File: config.mk
export PLATFORM = sky130hd
export DESIGN_NAME = postfix_stack_evaluator
export DESIGN_NICKNAME = d
export VERILOG_FILES = /design/src/rtl/pse_pkg.sv /design/src/rtl/pse_ram.sv /design/src/rtl/pse_div.sv /design/src/rtl/postfix_stack_evaluator.sv
export SDC_FILE = /design/constraint.sdc
export NUM_CORES = 2
export LEC_CHECK = 0
export BUFFER_PORTS_ARGS = -buffer_cell sky130_fd_sc_hd__buf_2
export CORE_ASPECT_RATIO = 1.2
export CORE_UTILIZATION = 50
export DETAILED_ROUTE_END_ITERATION = 8
export PLACE_DENSITY = 0.68
export SLEW_MARGIN = 0
export SYNTH_ARGS = -nofsm -noshare
export SYNTH_HDL_FRONTEND = slang
export SYNTH_HIERARCHICAL = 1
export SYNTH_SLANG_ARGS = --single-unit
File: constraint.sdc
create_clock -name clk -period 7.59 [get_ports clk]
set_input_delay 0.759 -clock clk [delete_from_list [all_inputs] [get_ports clk]]
set_output_delay 0.759 -clock clk [all_outputs]
set_load 0.05 [all_outputs]
File: src/rtl/pse_pkg.sv
// Shared types and constants of the postfix stack evaluator.
`default_nettype none
package pse_pkg;

  localparam int unsigned DATA_W = 32;
  localparam int unsigned FRAC_W = 16;
  localparam int unsigned DVD_W  = DATA_W + FRAC_W;
  localparam int unsigned DVS_W  = DATA_W;

  localparam logic [DATA_W-1:0] Q_MAX = {1'b0, {(DATA_W-1){1'b1}}};
  localparam logic [DATA_W-1:0] Q_MIN = {1'b1, {(DATA_W-1){1'b0}}};

  typedef enum logic [2:0] {
    CMD_PUSH = 3'd0,
    CMD_ADD  = 3'd1,
    CMD_SUB  = 3'd2,
    CMD_MUL  = 3'd3,
    CMD_DIV  = 3'd4
  } cmd_e_t;

  typedef struct packed {
    logic saturated;
    logic divide_by_zero;
    logic overflow;
    logic underflow;
  } flags_t;

  typedef enum logic [10:0] {
    S_IDLE     = 11'b000_0000_0001,
    S_POP_R    = 11'b000_0000_0010,
    S_POP_L    = 11'b000_0000_0100,
    S_EXEC     = 11'b000_0000_1000,
    S_ALU      = 11'b000_0001_0000,
    S_MUL      = 11'b000_0010_0000,
    S_DIV      = 11'b000_0100_0000,
    S_PUSH     = 11'b000_1000_0000,
    S_FIN      = 11'b001_0000_0000,
    S_FIN_WAIT = 11'b010_0000_0000,
    S_OUT      = 11'b100_0000_0000
  } state_t;

endpackage
`default_nettype wire

File: src/rtl/pse_ram.sv
// Generic single-write, single-read synchronous RAM with registered read data.
`default_nettype none
module pse_ram #(
  parameter int unsigned WIDTH = 32,
  parameter int unsigned DEPTH = 32
) (
  input  wire logic                     clk,
  input  wire logic                     we,
  input  wire logic [$clog2(DEPTH)-1:0] waddr,
  input  wire logic [WIDTH-1:0]         wdata,
  input  wire logic                     re,
  input  wire logic [$clog2(DEPTH)-1:0] raddr,
  output logic      [WIDTH-1:0]         rdata
);

  logic [WIDTH-1:0] mem [DEPTH];

  always_ff @(posedge clk) begin
    if (we) begin
      mem[waddr] <= wdata;
    end
    if (re) begin
      rdata <= mem[raddr];
    end
  end

endmodule
`default_nettype wire

File: src/rtl/pse_div.sv
// Restoring unsigned divider, one quotient bit per cycle.
`default_nettype none
module pse_div (
  input  wire logic                           clk,
  input  wire logic                           rst_n,
  input  wire logic                           start,
  input  wire logic [pse_pkg::DVD_W-1:0]      dividend,
  input  wire logic [pse_pkg::DVS_W-1:0]      divisor,
  output logic                                done,
  output logic      [pse_pkg::DVD_W-1:0]      quotient
);

  localparam int unsigned CNT_W = $clog2(pse_pkg::DVD_W);

  logic                        busy_r;
  logic                        done_r;
  logic [CNT_W-1:0]            cnt_r;
  logic [pse_pkg::DVS_W-1:0]   rem_r;
  logic [pse_pkg::DVS_W-1:0]   dvs_r;
  logic [pse_pkg::DVD_W-1:0]   quo_r;
  logic [pse_pkg::DVS_W:0]     rem_sh;
  logic [pse_pkg::DVS_W:0]     diff;
  logic                        take;

  assign rem_sh = {rem_r, quo_r[pse_pkg::DVD_W-1]};
  assign diff   = rem_sh - {1'b0, dvs_r};
  assign take   = ~diff[pse_pkg::DVS_W];

  always_ff @(posedge clk) begin
    if (!rst_n) begin
      busy_r <= 1'b0;
      done_r <= 1'b0;
      cnt_r  <= '0;
    end else begin
      done_r <= 1'b0;
      if (start) begin
        busy_r <= 1'b1;
        cnt_r  <= '0;
      end else if (busy_r) begin
        cnt_r <= cnt_r + 1'b1;
        if (cnt_r == CNT_W'(pse_pkg::DVD_W - 1)) begin
          busy_r <= 1'b0;
          done_r <= 1'b1;
        end
      end
    end
  end

  always_ff @(posedge clk) begin
    if (start) begin
      quo_r <= dividend;
      rem_r <= '0;
      dvs_r <= divisor;
    end else if (busy_r) begin
      rem_r <= take ? diff[pse_pkg::DVS_W-1:0] : rem_sh[pse_pkg::DVS_W-1:0];
      quo_r <= {quo_r[pse_pkg::DVD_W-2:0], take};
    end
  end

  assign done     = done_r;
  assign quotient = quo_r;

endmodule
`default_nettype wire

File: src/rtl/postfix_stack_evaluator.sv
// Postfix expression evaluator: operand stack in RAM, Q16.16 arithmetic unit.
//
// Tokens arrive on the in_ stream (tuser = command, tdata = Q16.16 operand,
// tlast = end of expression); the result of each expression leaves on the
// out_ stream with its sticky flags. One token is worked on at a time, with
// each stack pop a registered read of the stack RAM. A push is written
// straight from the input, while divide waits on the 48-step restoring
// divider (a zero divisor skips it). A token marked last then passes
// through S_FIN, S_FIN_WAIT and S_OUT for the final pop and the output
// load. The output register lets the next token be taken while a result
// still waits; a further result stalls only until the first is taken.
`default_nettype none
module postfix_stack_evaluator #(
  parameter int unsigned STACK_DEPTH = 32
) (
  input  wire logic        clk,
  input  wire logic        rst_n,
  input  wire logic        in_tvalid,
  output logic             in_tready,
  input  wire logic [31:0] in_tdata,   // [31:0] operand_value
  input  wire logic [2:0]  in_tuser,   // [2:0] command
  input  wire logic        in_tlast,   // end_of_expression
  output logic             out_tvalid,
  input  wire logic        out_tready,
  output logic      [31:0] out_tdata,  // [31:0] result_value
  output logic      [3:0]  out_tuser   // [0] underflow [1] overflow [2] divide_by_zero [3] saturated
);

  localparam int unsigned AW = $clog2(STACK_DEPTH);
  localparam int unsigned CW = $clog2(STACK_DEPTH + 1);
  localparam int unsigned DW = pse_pkg::DATA_W;

  pse_pkg::state_t state_r, state_nxt;
  logic [CW-1:0]   count_r, count_nxt;
  pse_pkg::flags_t flags_r, flags_nxt;
  pse_pkg::cmd_e_t cmd_r, cmd_nxt;
  logic            last_r, last_nxt;
  logic            hit_r, hit_nxt;
  logic            neg_r, neg_nxt;
  logic [DW-1:0]   rgt_r, rgt_nxt;
  logic [DW-1:0]   lft_r, lft_nxt;
  logic [DW-1:0]   res_r, res_nxt;
  logic signed [2*DW-1:0] prod_r, prod_nxt;

  logic            out_tvalid_r;
  logic [DW-1:0]   out_tdata_r;
  pse_pkg::flags_t out_tuser_r;
  logic            out_load;

  logic            mem_we;
  logic [AW-1:0]   mem_waddr;
  logic [DW-1:0]   mem_wdata;
  logic            mem_re;
  logic [AW-1:0]   mem_raddr;
  logic [DW-1:0]   mem_rdata;

  logic                          div_start;
  logic                          div_done;
  logic [pse_pkg::DVD_W-1:0]     div_quo;
  logic [DW-1:0]                 mag_l;
  logic [DW-1:0]                 mag_r;

  logic [CW-1:0]   count_dec;
  logic            st_full;
  logic            st_empty;
  logic [DW:0]     sum;
  logic [DW:0]     dif;
  logic            mul_fits;

  assign count_dec = count_r - 1'b1;
  assign st_full   = count_r >= CW'(STACK_DEPTH);
  assign st_empty  = count_r == '0;
  assign mem_raddr = count_dec[AW-1:0];
  assign sum       = {lft_r[DW-1], lft_r} + {rgt_r[DW-1], rgt_r};
  assign dif       = {lft_r[DW-1], lft_r} - {rgt_r[DW-1], rgt_r};
  assign mul_fits  = (&prod_r[2*DW-1:DW+pse_pkg::FRAC_W-1])
                   | ~(|prod_r[2*DW-1:DW+pse_pkg::FRAC_W-1]);
  assign mag_l     = lft_r[DW-1] ? (~lft_r + 1'b1) : lft_r;
  assign mag_r     = rgt_r[DW-1] ? (~rgt_r + 1'b1) : rgt_r;

  always_comb begin
    state_nxt     = state_r;
    count_nxt     = count_r;
    flags_nxt     = flags_r;
    cmd_nxt       = cmd_r;
    last_nxt      = last_r;
    hit_nxt       = hit_r;
    neg_nxt       = neg_r;
    rgt_nxt       = rgt_r;
    lft_nxt       = lft_r;
    res_nxt       = res_r;
    prod_nxt      = prod_r;
    mem_we        = 1'b0;
    mem_waddr     = count_r[AW-1:0];
    mem_wdata     = res_r;
    mem_re        = 1'b0;
    div_start     = 1'b0;
    out_load      = 1'b0;
    in_tready     = state_r == pse_pkg::S_IDLE;

    case (state_r)
      pse_pkg::S_IDLE: begin
        if (in_tvalid) begin
          cmd_nxt  = pse_pkg::cmd_e_t'(in_tuser);
          last_nxt = in_tlast;
          case (pse_pkg::cmd_e_t'(in_tuser))
            pse_pkg::CMD_PUSH: begin
              if (!st_full) begin
                mem_we    = 1'b1;
                mem_wdata = in_tdata;
                count_nxt = count_r + 1'b1;
              end else begin
                flags_nxt.overflow = 1'b1;
              end
              state_nxt = in_tlast ? pse_pkg::S_FIN : pse_pkg::S_IDLE;
            end
            pse_pkg::CMD_ADD, pse_pkg::CMD_SUB,
            pse_pkg::CMD_MUL, pse_pkg::CMD_DIV: begin
              state_nxt = pse_pkg::S_POP_R;
            end
            default: begin
              state_nxt = in_tlast ? pse_pkg::S_FIN : pse_pkg::S_IDLE;
            end
          endcase
        end
      end
      pse_pkg::S_POP_R, pse_pkg::S_POP_L, pse_pkg::S_FIN: begin
        if (state_r == pse_pkg::S_POP_L) begin
          rgt_nxt = hit_r ? mem_rdata : '0;
        end
        if (st_empty) begin
          flags_nxt.underflow = 1'b1;
          hit_nxt             = 1'b0;
        end else begin
          mem_re    = 1'b1;
          count_nxt = count_dec;
          hit_nxt   = 1'b1;
        end
        case (state_r)
          pse_pkg::S_POP_R: state_nxt = pse_pkg::S_POP_L;
          pse_pkg::S_POP_L: state_nxt = pse_pkg::S_EXEC;
          default:          state_nxt = pse_pkg::S_FIN_WAIT;
        endcase
      end
      pse_pkg::S_EXEC: begin
        lft_nxt   = hit_r ? mem_rdata : '0;
        state_nxt = pse_pkg::S_ALU;
      end
      pse_pkg::S_ALU: begin
        state_nxt = pse_pkg::S_PUSH;
        case (cmd_r)
          pse_pkg::CMD_ADD: begin
            if (sum[DW] != sum[DW-1]) begin
              res_nxt              = sum[DW] ? pse_pkg::Q_MIN : pse_pkg::Q_MAX;
              flags_nxt.saturated  = 1'b1;
            end else begin
              res_nxt = sum[DW-1:0];
            end
          end
          pse_pkg::CMD_SUB: begin
            if (dif[DW] != dif[DW-1]) begin
              res_nxt              = dif[DW] ? pse_pkg::Q_MIN : pse_pkg::Q_MAX;
              flags_nxt.saturated  = 1'b1;
            end else begin
              res_nxt = dif[DW-1:0];
            end
          end
          pse_pkg::CMD_MUL: begin
            prod_nxt  = $signed(lft_r) * $signed(rgt_r);
            state_nxt = pse_pkg::S_MUL;
          end
          pse_pkg::CMD_DIV: begin
            neg_nxt = lft_r[DW-1] ^ rgt_r[DW-1];
            if (rgt_r == '0) begin
              res_nxt                  = lft_r[DW-1] ? pse_pkg::Q_MIN : pse_pkg::Q_MAX;
              flags_nxt.divide_by_zero = 1'b1;
            end else begin
              div_start = 1'b1;
              state_nxt = pse_pkg::S_DIV;
            end
          end
          default: begin
            res_nxt = res_r;
          end
        endcase
      end
      pse_pkg::S_MUL: begin
        if (mul_fits) begin
          res_nxt = prod_r[DW+pse_pkg::FRAC_W-1:pse_pkg::FRAC_W];
        end else begin
          res_nxt             = prod_r[2*DW-1] ? pse_pkg::Q_MIN : pse_pkg::Q_MAX;
          flags_nxt.saturated = 1'b1;
        end
        state_nxt = pse_pkg::S_PUSH;
      end
      pse_pkg::S_DIV: begin
        if (div_done) begin
          if (!neg_r) begin
            if (|div_quo[pse_pkg::DVD_W-1:DW-1]) begin
              res_nxt             = pse_pkg::Q_MAX;
              flags_nxt.saturated = 1'b1;
            end else begin
              res_nxt = div_quo[DW-1:0];
            end
          end else begin
            if ((|div_quo[pse_pkg::DVD_W-1:DW])
                || (div_quo[DW-1] && (|div_quo[DW-2:0]))) begin
              res_nxt             = pse_pkg::Q_MIN;
              flags_nxt.saturated = 1'b1;
            end else begin
              res_nxt = ~div_quo[DW-1:0] + 1'b1;
            end
          end
          state_nxt = pse_pkg::S_PUSH;
        end
      end
      pse_pkg::S_PUSH: begin
        if (!st_full) begin
          mem_we    = 1'b1;
          count_nxt = count_r + 1'b1;
        end else begin
          flags_nxt.overflow = 1'b1;
        end
        state_nxt = last_r ? pse_pkg::S_FIN : pse_pkg::S_IDLE;
      end
      pse_pkg::S_FIN_WAIT: begin
        res_nxt   = hit_r ? mem_rdata : '0;
        state_nxt = pse_pkg::S_OUT;
      end
      pse_pkg::S_OUT: begin
        if (!out_tvalid_r || out_tready) begin
          out_load  = 1'b1;
          count_nxt = '0;
          flags_nxt = '0;
          state_nxt = pse_pkg::S_IDLE;
        end
      end
      default: begin
        state_nxt = pse_pkg::S_IDLE;
      end
    endcase
  end

  always_ff @(posedge clk) begin
    if (!rst_n) begin
      state_r      <= pse_pkg::S_IDLE;
      count_r      <= '0;
      flags_r      <= '0;
      out_tvalid_r <= 1'b0;
    end else begin
      state_r <= state_nxt;
      count_r <= count_nxt;
      flags_r <= flags_nxt;
      if (out_load) begin
        out_tvalid_r <= 1'b1;
      end else if (out_tready) begin
        out_tvalid_r <= 1'b0;
      end
    end
  end

  always_ff @(posedge clk) begin
    cmd_r  <= cmd_nxt;
    last_r <= last_nxt;
    hit_r  <= hit_nxt;
    neg_r  <= neg_nxt;
    rgt_r  <= rgt_nxt;
    lft_r  <= lft_nxt;
    res_r  <= res_nxt;
    prod_r <= prod_nxt;
    if (out_load) begin
      out_tdata_r <= res_r;
      out_tuser_r <= flags_r;
    end
  end

  pse_ram #(
    .WIDTH (DW),
    .DEPTH (STACK_DEPTH)
  ) u_stack (
    .clk   (clk),
    .we    (mem_we),
    .waddr (mem_waddr),
    .wdata (mem_wdata),
    .re    (mem_re),
    .raddr (mem_raddr),
    .rdata (mem_rdata)
  );

  pse_div u_div (
    .clk      (clk),
    .rst_n    (rst_n),
    .start    (div_start),
    .dividend ({mag_l, {pse_pkg::FRAC_W{1'b0}}}),
    .divisor  (mag_r),
    .done     (div_done),
    .quotient (div_quo)
  );

  assign out_tvalid = out_tvalid_r;
  assign out_tdata  = out_tdata_r;
  assign out_tuser  = out_tuser_r;

`ifndef SYNTHESIS
  a_count_bound: assert property (@(posedge clk) disable iff (!rst_n)
    count_r <= CW'(STACK_DEPTH))
    else $error("stack count beyond depth");

  a_no_rw_clash: assert property (@(posedge clk) disable iff (!rst_n)
    !(mem_we && mem_re && (mem_waddr == mem_raddr)))
    else $error("stack RAM read and write to the same entry");

  a_clear_on_load: assert property (@(posedge clk) disable iff (!rst_n)
    out_load |=> (count_r == '0) && (flags_r == '0) && out_tvalid)
    else $error("stack not cleared after result beat");

  a_div_done_state: assert property (@(posedge clk) disable iff (!rst_n)
    div_done |-> (state_r == pse_pkg::S_DIV))
    else $error("divider finished outside divide wait");
`endif

endmodule
`default_nettype wire
# Word-level counts from Yosys, hierarchy flattened

Memories as Yosys holds them, arrays and structs flattened. A register that Yosys moved wholly into a read port is not among the register bits.
Index checks and enable logic that the tools add are counted.

Add/subtract/negate cells: 9
Multiply operators: 1
$lt $le $gt $ge: 1
Equal/unequal tests: 38
Muxes and demuxes: 78
Bitwise logic cells: 9
Reduce and logical (&&, ||, !) cells: 35

Operators with widths:

| kind                                                            | number |
|---|---|
| 32-bit 2-to-1 mux                                               | 19 |
| 32-bit one-hot mux with 4 select lines                          | 1 |
| 11-bit one-hot mux with 9 select lines                          | 1 |
| 32-bit by 1-bit adder with 32-bit output, second input constant | 3 |
| 48-bit 2-to-1 mux                                               | 2 |
| 32-bit NOT                                                      | 3 |
| 32-bit one-hot mux with 3 select lines                          | 1 |
| 32-bit by 32-bit multiplier with 64-bit output                  | 1 |
| 17-bit OR reduction                                             | 2 |
| 32-bit by 32-bit adder with 33-bit output                       | 1 |
| 11-bit 2-to-1 mux                                               | 3 |
| 32-bit by 32-bit subtractor with 33-bit output                  | 1 |
| 33-bit by 32-bit subtractor with 33-bit output                  | 1 |
| 32-bit logical NOT                                              | 1 |
| 1-bit 2-to-1 mux                                                | 31 |
| 31-bit 2-to-1 mux                                               | 1 |
| 31-bit OR reduction                                             | 1 |
| 6-bit 2-to-1 mux                                                | 5 |
| 9-bit 2-to-1 mux                                                | 3 |
| 6-bit one-hot mux with 4 select lines                           | 1 |
| 10-bit one-hot mux with 2 select lines                          | 1 |
| 17-bit AND reduction                                            | 1 |
| 8-bit one-hot mux with 2 select lines                           | 1 |
| 16-bit OR reduction                                             | 1 |
| 48 further kinds                                                | 85 |

Register bits after elaboration: 344
RAM bits: 1024
Output and inout bits: 38
Word-level logic and storage cells: 200
Memories kept: 1

Memory list:

| memory      | depth | bits a word | rd ports | clocked after memory_dff | write ports | line          | RTL |
|---|---|---|---|---|---|---|---|
| u_stack.mem | 32    | 32          | 1        | 1                        | 1           | pse_ram.sv:16 | `logic [WIDTH-1:0] mem [DEPTH];` |

# Depth between registers and ports, before layout

Word-level depth: 7
Mapped depth: 30
Mapped depth without buffers: 28

# Hierarchy

Netlist, hierarchy kept.

Modules (own cells, without submodules):

| module                  | instances | cells an instance | area an instance (um^2) |
|---|---|---|---|
| postfix_stack_evaluator | 1         | 5354              | 49864.1 |
| pse_ram                 | 1         | 2260              | 40812.9 |
| pse_div                 | 1         | 642               | 6861.6 |

# Least setup slack after synthesis

OpenSTA, ideal clock, no wires.

Path type: register to register
Start: register lft_r[31]
End: register prod_r[60] (data pin)
Arrival: 7913 ps
Data required time: 7320 ps
Path slack: -593 ps
Stages on the path, launching flop included: 28
Buffers on the path: 3
Period minus slack after synthesis: 8183 ps
Cells stage by stage: edfxtp_1 clkbuf_1 clkbuf_1 clkbuf_1 nand2_1 inv_1 fa_1 inv_1 fa_1 inv_1 fa_1 fa_1 inv_1 fa_1 inv_1 fa_1 fa_1 fa_1 ha_1 nand2_1 nand2_1 a21o_1 a21oi_1 and3_1 a221oi_1 o2111ai_1 a311oi_1 xor2_1

Longest elaborated chain between the ends: 1

RTL lines:

| item                                           | line                           | RTL |
|---|---|---|
| start: declaration                             | postfix_stack_evaluator.sv:41  | `logic [DW-1:0] lft_r, lft_nxt;` |
| start signal: assignment                       | postfix_stack_evaluator.sv:268 | `lft_r <= lft_nxt;` |
| 32-bit by 32-bit multiplier with 64-bit output | postfix_stack_evaluator.sv:169 | `prod_nxt = $signed(lft_r) * $signed(rgt_r);` |
| end signal: assignment                         | postfix_stack_evaluator.sv:270 | `prod_r <= prod_nxt;` |
| end: declaration                               | postfix_stack_evaluator.sv:43  | `logic signed [2*DW-1:0] prod_r, prod_nxt;` |

Every way passes these cells.
A chain may end at the register's enable or synchronous reset.

# Worst setup path in the final report

Start: register lft_r[20]
End: register prod_r[59] (data pin)

The elaborated chain is that of the path after synthesis.

==> impl_results.md <==
* Critical Path Source Type: flop
* Met2 wire length at 144000 um
* Final Cycle Share at 102%
* Fraction of registers with async set or reset after synthesis at 0%
* Wire length per cell at 24.8 um
* Number of warning messages in the yosys log at 6
* Floorplan die height at 486 um
* Routability Congestion at 0.969
* Dominant cell type by area after synthesis: sky130_fd_sc_hd__edfxtp_1
* Post-route DRC at 0
* H-tree depth reported by CTS at 4
* Max frequency at 130 MHz
* Antenna violations before repair at 16
* Synthesis-to-finish area growth at 14.1%
* Worst skew pair latency at 0.82 ns
* Final number of setup-violating endpoints at 7
* Clock sink count at 1384
* CP Data Arrival Time at 8.33 ns
* Hold Vio Cnt, Final at 0
* Maximum VDD drop at 0.266 mV
* Netlist area before placement at 0.0975 sq mm
* Maximum capacitance violations at 0
* Count of standard-cell rows at 177
* Horizontal extent of the die at 405 um
* Routed Antenna Nets at 0
* Register bit total from synthesis at 1384
* Fraction of layout cells with a size suffix above 1 at 15.2%
* IO Pins at 78
* Power density over the cells at 170 mW/mm^2
* Number of cells traversed by the worst hold path at 1
* Layout net count at 10100
* Predominant post-synthesis flop cell: sky130_fd_sc_hd__edfxtp_1
* Destination of the worst register-to-register timing path: prod_r[59]$_DFFE_PP_
* LEAKAGE at 47.3 nW
* Violated checks: setup timing
* Gate Count Post-Synth at 8256
* Post-Route Skew at 0.0504 ns
* Synth cell types at 97
* Count of flip-flops with a built-in enable after synthesis at 1322
* Yosys top cell area share at 40.7%
* Mapped Avg Cell Area at 11.8 sq um
* Number of vias per cell after detailed routing at 5.79
* Overall Global Routing Usage at 29.1%
* Summed area of non-filler cells in the final layout at 0.111 sq mm
* Endpoint required time on the critical path at 8.21 ns
* Post-route worst setup slack at -0.118 ns
* Initial detailed-routing violation count at 5770
* Cell with the most instances after synthesis: sky130_fd_sc_hd__edfxtp_1
* Remaining global-route overflow at 0
* First-pass iteration count of the detailed router at 8
* Reg-to-reg slack, setup at -0.12 ns
* Cells taking the most area after synthesis: sky130_fd_sc_hd__edfxtp_1 (41%), sky130_fd_sc_hd__fa_1 (22%), sky130_fd_sc_hd__mux2i_1 (5.5%)
* Wire length of the first global-routing pass at 426000 um
* Path type of the worst min-delay path: primary input to flop
* Highest routing layer actually used: met5
* Die outline area at 0.197 sq mm
* Hold_sp: in_tuser[2]
* Placed Instance Area at 0.105 sq mm
* Routed length on met1 at 106000 um
* Unrepaired setup endpoints after global routing: yes
* Pin count of the biggest net entering global routing at 112
* Depth of the worst register-to-register path at 25
* Met3 Routed Length at 19100 um
* Worst hold slack at 0.182 ns
* Launching point of the worst reg2reg path: lft_r[20]$_DFFE_PP_
* Via count of the first global-routing pass at 69000
* Clock slew at reported path FFs at 0.06 ns
* Synth cell count leaders: sky130_fd_sc_hd__edfxtp_1 (1322), sky130_fd_sc_hd__inv_1 (1118), sky130_fd_sc_hd__fa_1 (1084)
* Vias at 66300
* Standard cell core area at 0.194 sq mm
* Result of the run: complete, but fails checks
* Worst-case headroom to the max-slew limit at 21.5%
* Worst Tran Pin Value at 1.18 ns
* CTS tree: done
* Dpl hpwl at 208000 um
* Worst Path Max Fanout at 8
* Starting utilization of the core area at 50.3%
* Number of port buffers at 77
* Sequential share of the synthesized area at 42.0%
* Type of the worst setup path: flop to flop
* Minimum period implied by the final worst setup slack at 7.71 ns
* Worst setup timing slack at the placement stage at -0.521 ns
* Destination of the worst hold path: cmd_r[2]$_DFFE_PP_
* Worst setup EP type: flop
* Library cell used as clock root buffer: sky130_fd_sc_hd__clkbuf_16
* Number of slew-limit violations in the final report at 0
* Routed Wire Length at 283000 um
* Total clock buffers created by CTS at 145
* Max Buffers Root-to-Sink at 3
* Post-cts hold buffer count at 0
==> power by group <==
group / switching (mW) / total (mW) / internal [mW]
sequential: 0.0367 / 8.44 / 8.40
combinational: 2.11 / 3.49 / 1.38
clock: 3.12 / 6.96 / 3.84
total: 5.27 / 18.9 / 13.6
==> state kept, by name, indices dropped and copies added (netlist names), 32 cells and up <==
signal	count
lft_r	32
out_tdata	32
prod_r	48
res_r	32
rgt_r	32
u_div/dvs_r	32
u_div/quotient	48
u_div/rem_r	32
u_stack/mem	1024
u_stack/rdata	32
==> area by class of cell <==
| cell class | instances | area, sq um |
|---|---|---|
| fill | 15700 | 82500 |
| multi-input combinational | 5315 | 51700 |
| sequential | 1384 | 40900 |
| timing repair buffer | 761 | 6490 |
| inverter | 1122 | 4230 |
| clock buffer | 180 | 3810 |
| tap | 2595 | 3250 |
| clock inverter | 84 | 838 |
| antenna | 6 | 15.0 |
==> through the flow <==
stage                     power, mW  cells  TNS (ns)  util [%]
after floorplan                10.8   8271   -0.0872         -
after global placement         11.8  11100     -6.93      54.0
after detailed placement       11.9  11100     -8.29      54.0
after CTS                      18.9  11400    -0.352      57.0
after global routing           19.5  11400     -3.56      57.4
final                          18.9  11400    -0.252      57.4
==> critical path, stage by stage (launching register included) <==
cell and delay [ns]:
sky130_fd_sc_hd__edfxtp_1 0.52, sky130_fd_sc_hd__buf_6 0.18, sky130_fd_sc_hd__buf_4 0.12, sky130_fd_sc_hd__nand2_1 0.07, sky130_fd_sc_hd__fa_1 0.49, sky130_fd_sc_hd__fa_1 0.53
sky130_fd_sc_hd__fa_2 0.49, sky130_fd_sc_hd__fa_1 0.55, sky130_fd_sc_hd__inv_1 0.05, sky130_fd_sc_hd__fa_1 0.48, sky130_fd_sc_hd__fa_1 0.62, sky130_fd_sc_hd__fa_1 0.44
sky130_fd_sc_hd__fa_1 0.49, sky130_fd_sc_hd__ha_1 0.33, sky130_fd_sc_hd__buf_4 0.15, sky130_fd_sc_hd__nand4_1 0.11, sky130_fd_sc_hd__nor2_1 0.14, sky130_fd_sc_hd__buf_4 0.16
sky130_fd_sc_hd__and4_4 0.28, sky130_fd_sc_hd__o2111ai_4 0.14, sky130_fd_sc_hd__buf_6 0.17, sky130_fd_sc_hd__a221oi_4 0.32, sky130_fd_sc_hd__o2111ai_2 0.17, sky130_fd_sc_hd__buf_4 0.18
sky130_fd_sc_hd__a211o_1 0.25, sky130_fd_sc_hd__o2111ai_1 0.10
==> kinds of logic (layout without fill, tap and decap cells) <==
kind of cell             count (synthesis)  after routing  share of synthesized area, %
flip-flops                            1384           1384                          42.0
buffers and inverters                 1572           2147                          6.38
adder cells (fa/ha/maj)               1369           1369                          25.9
other                                    1             22                       0.00384
multiplexers                           621            621                          6.48
AO/OA/AOI/OAI                         1035           1035                          7.11
XOR/XNOR                               173            173                          1.55
AND/OR/NAND/NOR                       2101           2101                          10.6
==> how the worst max path moves through the flow <==
stage	start	endpoint	slack [ns]	depth (start not counted)
after floorplan	lft_r[31]$_DFFE_PP_	prod_r[60]$_DFFE_PP_	-0.09	25
after global placement	lft_r[12]$_DFFE_PP_	prod_r[50]$_DFFE_PP_	-0.53	26
after detailed placement	lft_r[12]$_DFFE_PP_	prod_r[50]$_DFFE_PP_	-0.52	26
after CTS	lft_r[14]$_DFFE_PP_	prod_r[59]$_DFFE_PP_	-0.10	25
after global routing	lft_r[6]$_DFFE_PP_	prod_r[59]$_DFFE_PP_	-0.31	24
final	lft_r[20]$_DFFE_PP_	prod_r[59]$_DFFE_PP_	-0.12	25
==> what timing repair did <==
item,CTS,global route
resized for setup,185,111
pin swaps,125,61
setup endpoints to repair,29,32
setup buffers,66,34
cloned,6,0
==> cell usage in the layout (no fill, tap or decap), drive strengths merged, types with 26 or more instances in the layout <==
master  instances
o21a           26
a22oi         122
nand3         141
edfxtp       1322
inv          1126
nor2b          36
a31oi          72
a211oi         42
xor2           40
clkbuf        180
or3            28
clkinv         68
nand2         739
and2          508
ha            284
a22o           72
o21ai         149
xnor2         133
nor3          104
nand4          32
buf           760
and3           35
nor2          331
a21oi         293
fa           1084
mux2i         540
nor4           42
a21o           43
o31ai          31
dfxtp          62
mux2           81
==> per-layer routing <==
metal	vias up	GRT usage (%)
met5	-	0
met3	686	4.32
met2	2793	50.8
met1	34000	35.8
met4	10	12.8
li1	28800	-
No activity file was read; power rests on OpenSTA's default activity.
